`config.mk`:
```
export PLATFORM = sky130hd
export DESIGN_NAME = fppa_cell
export DESIGN_NICKNAME = d
export VERILOG_FILES = /design/src/sv/fppa_pkg.sv /design/src/sv/fppa_cell.sv
export SDC_FILE = /design/constraint.sdc
export NUM_CORES = 1
export LEC_CHECK = 0
export BUFFER_PORTS_ARGS = -buffer_cell sky130_fd_sc_hd__buf_2
export CAP_MARGIN = 20
export CORE_ASPECT_RATIO = 0.75
export CORE_MARGIN = 2
export CORE_UTILIZATION = 45
export CTS_CLUSTER_DIAMETER = 30
export DETAILED_ROUTE_END_ITERATION = 10
export PLACE_DENSITY_LB_ADDON = 0.08
export SYNTH_ARGS = -nofsm -noshare
export SYNTH_HDL_FRONTEND = slang
export SYNTH_SLANG_ARGS = --single-unit
```
`constraint.sdc`:
```
create_clock -name clk -period 0.8 [get_ports clk]
set_clock_uncertainty 0.1 [all_clocks]
set_input_delay 0.12 -clock clk [delete_from_list [all_inputs] [get_ports clk]]
set_output_delay 0.12 -clock clk [all_outputs]
set_load 0.005 [all_outputs]
```
`src/sv/fppa_pkg.sv`:
```
// package: payload types, cordic constants and helpers for the phase power accumulator
`default_nettype none
package fppa_pkg;

	localparam int MAX_POINTS = 4096;
	localparam int CORDIC_STAGES = 16;
	localparam int COUNT_W = 13;
	localparam logic signed [31:0] CORDIC_X0 = 32'sd652032874;
	localparam logic [47:0] INTENSITY_MAX = 48'hFFFF_FFFF_FFFF;

	localparam logic [1:0] REG_Q_X = 2'd0;
	localparam logic [1:0] REG_Q_Y = 2'd1;
	localparam logic [1:0] REG_SCALE = 2'd2;

	localparam logic [1:0] QUAD_0 = 2'd0;
	localparam logic [1:0] QUAD_1 = 2'd1;
	localparam logic [1:0] QUAD_2 = 2'd2;
	localparam logic [1:0] QUAD_3 = 2'd3;

	typedef struct packed {
		logic signed [15:0] point_x;
		logic signed [15:0] point_y;
		logic               is_last;
	} in_t;

	typedef struct packed {
		logic [47:0]        intensity;
		logic [COUNT_W-1:0] point_count;
		logic               saturated;
	} out_t;

	// one word in flight through the rotator cells
	typedef struct packed {
		logic               valid;
		logic               last;
		logic [1:0]         quad;
		logic signed [31:0] x;
		logic signed [31:0] y;
		logic signed [31:0] z;
	} cord_t;

	// accumulated set handed to the power stages
	typedef struct packed {
		logic               valid;
		logic signed [31:0] c;
		logic signed [31:0] s;
		logic [COUNT_W-1:0] count;
		logic               sat;
	} snap_t;

	// arctangent of 2^-i in 2^-32 turn
	function automatic logic signed [31:0] arc_at(input int i);
		logic signed [31:0] r;
		begin
			unique case (i)
				0: r = 32'sd536870912;
				1: r = 32'sd316933406;
				2: r = 32'sd167458907;
				3: r = 32'sd85004756;
				4: r = 32'sd42667331;
				5: r = 32'sd21354466;
				6: r = 32'sd10679838;
				7: r = 32'sd5340245;
				8: r = 32'sd2670163;
				9: r = 32'sd1335087;
				10: r = 32'sd667544;
				11: r = 32'sd333772;
				12: r = 32'sd166886;
				13: r = 32'sd83443;
				14: r = 32'sd41722;
				15: r = 32'sd20861;
				16: r = 32'sd10430;
				17: r = 32'sd5215;
				18: r = 32'sd2608;
				19: r = 32'sd1304;
				20: r = 32'sd652;
				21: r = 32'sd326;
				22: r = 32'sd163;
				23: r = 32'sd81;
				default: r = 32'sd0;
			endcase
			return r;
		end
	endfunction

	function automatic logic signed [15:0] clamp16(input logic signed [17:0] v);
		logic signed [15:0] r;
		begin
			if (v > 18'sd32767) r = 16'sd32767;
			else if (v < -18'sd32768) r = -16'sd32768;
			else r = v[15:0];
			return r;
		end
	endfunction

	function automatic logic signed [31:0] clamp32(input logic signed [32:0] v);
		logic signed [31:0] r;
		begin
			if (v > 33'sd2147483647) r = 32'sh7FFF_FFFF;
			else if (v < -33'sd2147483648) r = 32'sh8000_0000;
			else r = v[31:0];
			return r;
		end
	endfunction

endpackage
`default_nettype wire

```
`src/sv/fppa_cell.sv`:
```
// one cordic rotation cell of the chain
`default_nettype none
module fppa_cell (
	input  wire logic               clk,
	input  wire logic               arst_n,
	input  wire logic [4:0]         shift,
	input  wire logic signed [31:0] arc,
	input  wire fppa_pkg::cord_t    d,
	output fppa_pkg::cord_t         q
);
	logic signed [31:0] dx;
	logic signed [31:0] dy;
	fppa_pkg::cord_t    nxt;

	always_comb begin
		dx = d.y >>> shift;
		dy = d.x >>> shift;
		nxt = d;
		if (!d.z[31]) begin
			nxt.x = d.x - dx;
			nxt.y = d.y + dy;
			nxt.z = d.z - arc;
		end else begin
			nxt.x = d.x + dx;
			nxt.y = d.y - dy;
			nxt.z = d.z + arc;
		end
	end

	always_ff @(posedge clk or negedge arst_n) begin
		if (!arst_n) begin
			q <= '0;
		end else begin
			q <= nxt;
		end
	end
endmodule
`default_nettype wire

```
# --- Word-level counts from Yosys, hierarchy flattened ---
# Cells that the tools add are included.
word_totals:
  ff_bits: 100
  input_bits: 139
  output_inout_bits: 100
  word_cells: 15
op_classes:
  add_sub_neg: 6
  shifts: 2
  mux: 1
ops:
  columns: ["op", "n"]
  rows:
  - ["$add A32 B32 Y32", 3]
  - ["$mux W96", 1]
  - ["$sub A32 B32 Y32", 3]
  - ["$sshr A32 B5 Y32", 2]

# --- Depth between registers and ports, before layout ---
depth:
  depth_word: 3
  ltp_mapped: 26
  depth_no_buf: 21

# --- Worst setup path before layout ---
# Ideal clock, no wire load.
synth_timing:
  kind: "input -> register"
  startpoint: "input port shift[0]"
  endpoint: "register q[63] in the netlist's numbering"
  setup_time_ns: 0.123
  arrival_time_ns: 5.144
  required_ns: 0.577
  setup_slack_ns: -4.567
  path_stages: 21
  n_path_buf: 2
  cell_sequence: "buf_6 -> buf_4 -> mux4_2 -> a221o_1 -> a211oi_1 -> ha_1 -> nand3_1 -> or2_2 -> nor2_1 -> nor2_1 -> xor2_1 -> ha_1 -> a21o_1 -> a31oi_1 -> o21ai_0 -> a221oi_1 -> nor4_1 -> o41a_1 -> a221oi_1 -> a21oi_1 -> xnor2_1"
synth_lines:
  columns: ["element", "line", "text"]
  rows:
  - ["start, declared", "fppa_cell.sv:6", "input wire logic [4:0] shift,"]
  - ["end signal, assigned", "fppa_cell.sv:34", "q <= nxt;"]
  - ["end, declared", "fppa_cell.sv:9", "output fppa_pkg::cord_t q"]

==> summary.txt <==
STA
  • Fin crit period: 4770 ps
  • Slew Limit Fails: 0
  • Max transition margin: 0.596
  • Final setup fails: 195
  • Final worst slack: -3970 ps
  • Hold WS: -129 ps
  • Final hold vios: 2
  • RSZ-0062 raised after global routing: yes
  • Period utilization: 5.97
  • Max Freq: 210 MHz
  • Worst Tran Pin Value: 605 ps

Worst setup path
  • Cells along the critical path: buf_12 -> buf_4 -> buf_8 -> mux4_2 -> mux2_4 -> a222oi_1 -> buf_4 -> nand3b_1 -> a21bo_2 -> or2_4 -> nor2_4 -> nor2_1 -> xor2_1 -> ha_1 -> a21o_1 -> a31oi_1 -> o21ai_2 -> a221oi_2 -> buf_4 -> nor4_4 -> o41a_1 -> a221oi_2 -> a21oi_1 -> xnor2_1
  • Startpoint Class: primary input
  • Crit. End Element: register
  • WP depth: 24
  • Worst setup path startpoint: shift[1]
  • CP arrival: 4950 ps
  • Critical path peak fanout: 4
  • Crit path capture: q[63]
  • Critical Path Max Stage Delay: 500 ps
  • CP bufs+invs: 5
  • Top Family by Delay on Critical Path: compound AO/OA/AOI/OAI gates
  • Top cell by count, worst path: buf_4
  • Slowest cell on crit path: mux4_2
  • Worst EP required: 980 ps
  • WS Path Type: in2reg

Finish
  • Share of cells above drive strength 1: 0.598
  • Most frequent cells in the layout: 715 x buf_4, 227 x buf_2, 100 x dfrtp_1, 98 x mux4_2, 97 x a21oi_1
  • Largest registers: q: 100 flops
  • Layout area overhead: 73.2%
  • Filler cells: 1951
  • Register with the most flip-flops: q
  • Post-layout util: 0.793
  • Final net count: 2733
  • Max reg flops: 100
  • Commonest non-fill, non-tap cell in the layout: buf_4
  • Area of the multi-input gates: 0.0125 mm²
  • Register Area: 0.00250 mm²

Global route
  • Vias in the first global route: 16.9k
  • Largest net degree at the start of global routing: 36
  • Initial antenna violation count: 2
  • Met1 track demand over resource: 0.557
  • Global route overflow: 0
  • Global Route met3 Usage: 0.129
  • GRT Util Overall: 0.395
  • Met2 usage: 0.593
  • Global route hottest layer: met2
  • Global-route wire length before repair: 96900 µm

Clock network
  • CTS tree: built
  • Clk slew on worst S/H paths: 90 ps
  • Clk sinks: 100
  • Root Driver: clkbuf_16
  • Clk buf depth: 2
  • TritonCTS Buffers: 9
  • H-tree depth: 3
  • Hold buffer count at cts: 5

Synth
  • Synthesized area: 0.0138 mm²
  • Top_reg_cell synth: dfrtp_1
  • Async SR Flop Fraction: 1.00
  • Synthesized instance count: 1513
  • Syn Nets: 1758
  • Flops & latches, synth: 100
  • Post-synth EDFFs: 0
  • Syn avg cell area: 9.15 µm²
  • Syn. warnings: 0
  • Count of cell types in the netlist: 86
  • Sequential area share after synthesis: 0.181

Detailed routing
  • Detailed Route WL: 67500 µm
  • Avg WL per Cell: 23.3 µm
  • Final ANT Viol Nets: 0
  • Detailed Route Iter0 Violations: 2072
  • Vias per inst: 6.05
  • Total number of vias: 17.5k
  • DRT Pass-1 Iters: 8
  • # DRC: 0

Floorplanning
  • Die Y: 156 µm
  • Starting Density: 0.458
  • DIE AREA: 0.0322 mm²
  • IO Pins: 239
  • Cell row count: 55
  • Core ar.: 0.0302 mm²
  • Die width: 207 µm

Place
  • Final HPWL DP: 49600 µm
  • IO Port Bufs: 238
  • GPL Wtd Cong: 1.03

Run status
  • Status: finished, violations left
  • Failing checks: negative hold slack, negative setup slack

Job
  • Max-cap viol count: 0

Min path
  • Hold Path Class: in2reg

Pwr
  • Leak Pwr: 11.2 nW
  • Maximum VDD drop: 1.36 mV
  • Pwr per Cell Area: 1690 mW/mm²
  • Total power: 40.6 mW
-- cells by family after synthesis --
kind of cell               synth area share
AOI/OAI and AO/OA                     0.212
xor gates and xnor gates              0.108
adders and majority gates            0.0975
buffers and inverters                0.0447
DFF                                   0.181
muxes                                 0.220
and+or+nand+nor                       0.137
-- how the worst min path moves through the flow --
stage,startpoint,to,depth (start not counted)
after floorplan,arst_n,q[0],0
after global placement,arst_n,q[69],1
after detailed placement,arst_n,q[69],1
after CTS,d[0],q[0],2
after global routing,d[0],q[0],2
final,d[0],q[0],2
-- report_power, final --
group / switching [mW] / total [mW] / internal [mW]
Sequential: 0.608 / 7.60 / 6.99
Combinational: 13.3 / 27.5 / 14.2
Clock: 2.63 / 5.44 / 2.81
-- area by class of cell --
| class | instances | area share |
|---|---|---|
| inverters | 48 | 0.00866 |
| clock buffers | 9 | 0.00940 |
| multi-input cells | 1287 | 0.520 |
| diodes | 1 | 0.000104 |
| repair buffers | 1042 | 0.332 |
| flip-flops and latches | 100 | 0.104 |
| clock inverters | 7 | 0.00465 |
| well taps | 399 | 0.0208 |
-- metrics by stage --
step | area, µm² | setup TNS (ps) | std cells | setup slack [ps]
after global routing | 24000 | -301050 | 2893 | -4120
after detailed placement | 20700 | -296820 | 2732 | -4620
after floorplan | 14400 | -246290 | 1513 | -4050
after CTS | 23000 | -271490 | 2841 | -3790
final | 24000 | -288710 | 2893 | -3970
after global placement | 20700 | -293600 | 2732 | -4530
-- cells in the mapped netlist (26+ instances only) --
cell	number	share of area
xor2_1	72	0.046
nand2_1	95	0.026
mux4_2	96	0.16
a21o_1	29	0.016
inv_1	46	0.012
ha_1	103	0.093
dfrtp_1	100	0.18
a21oi_1	160	0.058
o21ai_0	75	0.027
clkbuf_1	30	0.0081
nor2_1	114	0.031
xnor2_1	97	0.061
nor3_1	31	0.011
nand3_1	26	0.0094
mux2i_1	52	0.038
-- layer usage --
layer,routed length [µm],vias up,share of wire
met2,29500,1120,0.44
li1,-,7677,-
met5,14,-,0.00021
met3,8420,183,0.12
met1,27700,8530,0.41
met4,1890,2,0.028
-- repair_timing --
action,CTS,global route
endpoints found under the setup margin,195,195
resized for setup,280,130
endpoints found under the hold margin,106,2
cloned,4,0
setup buffers,90,57
pin swaps,185,135
Power figures use the tool's default switching activity.
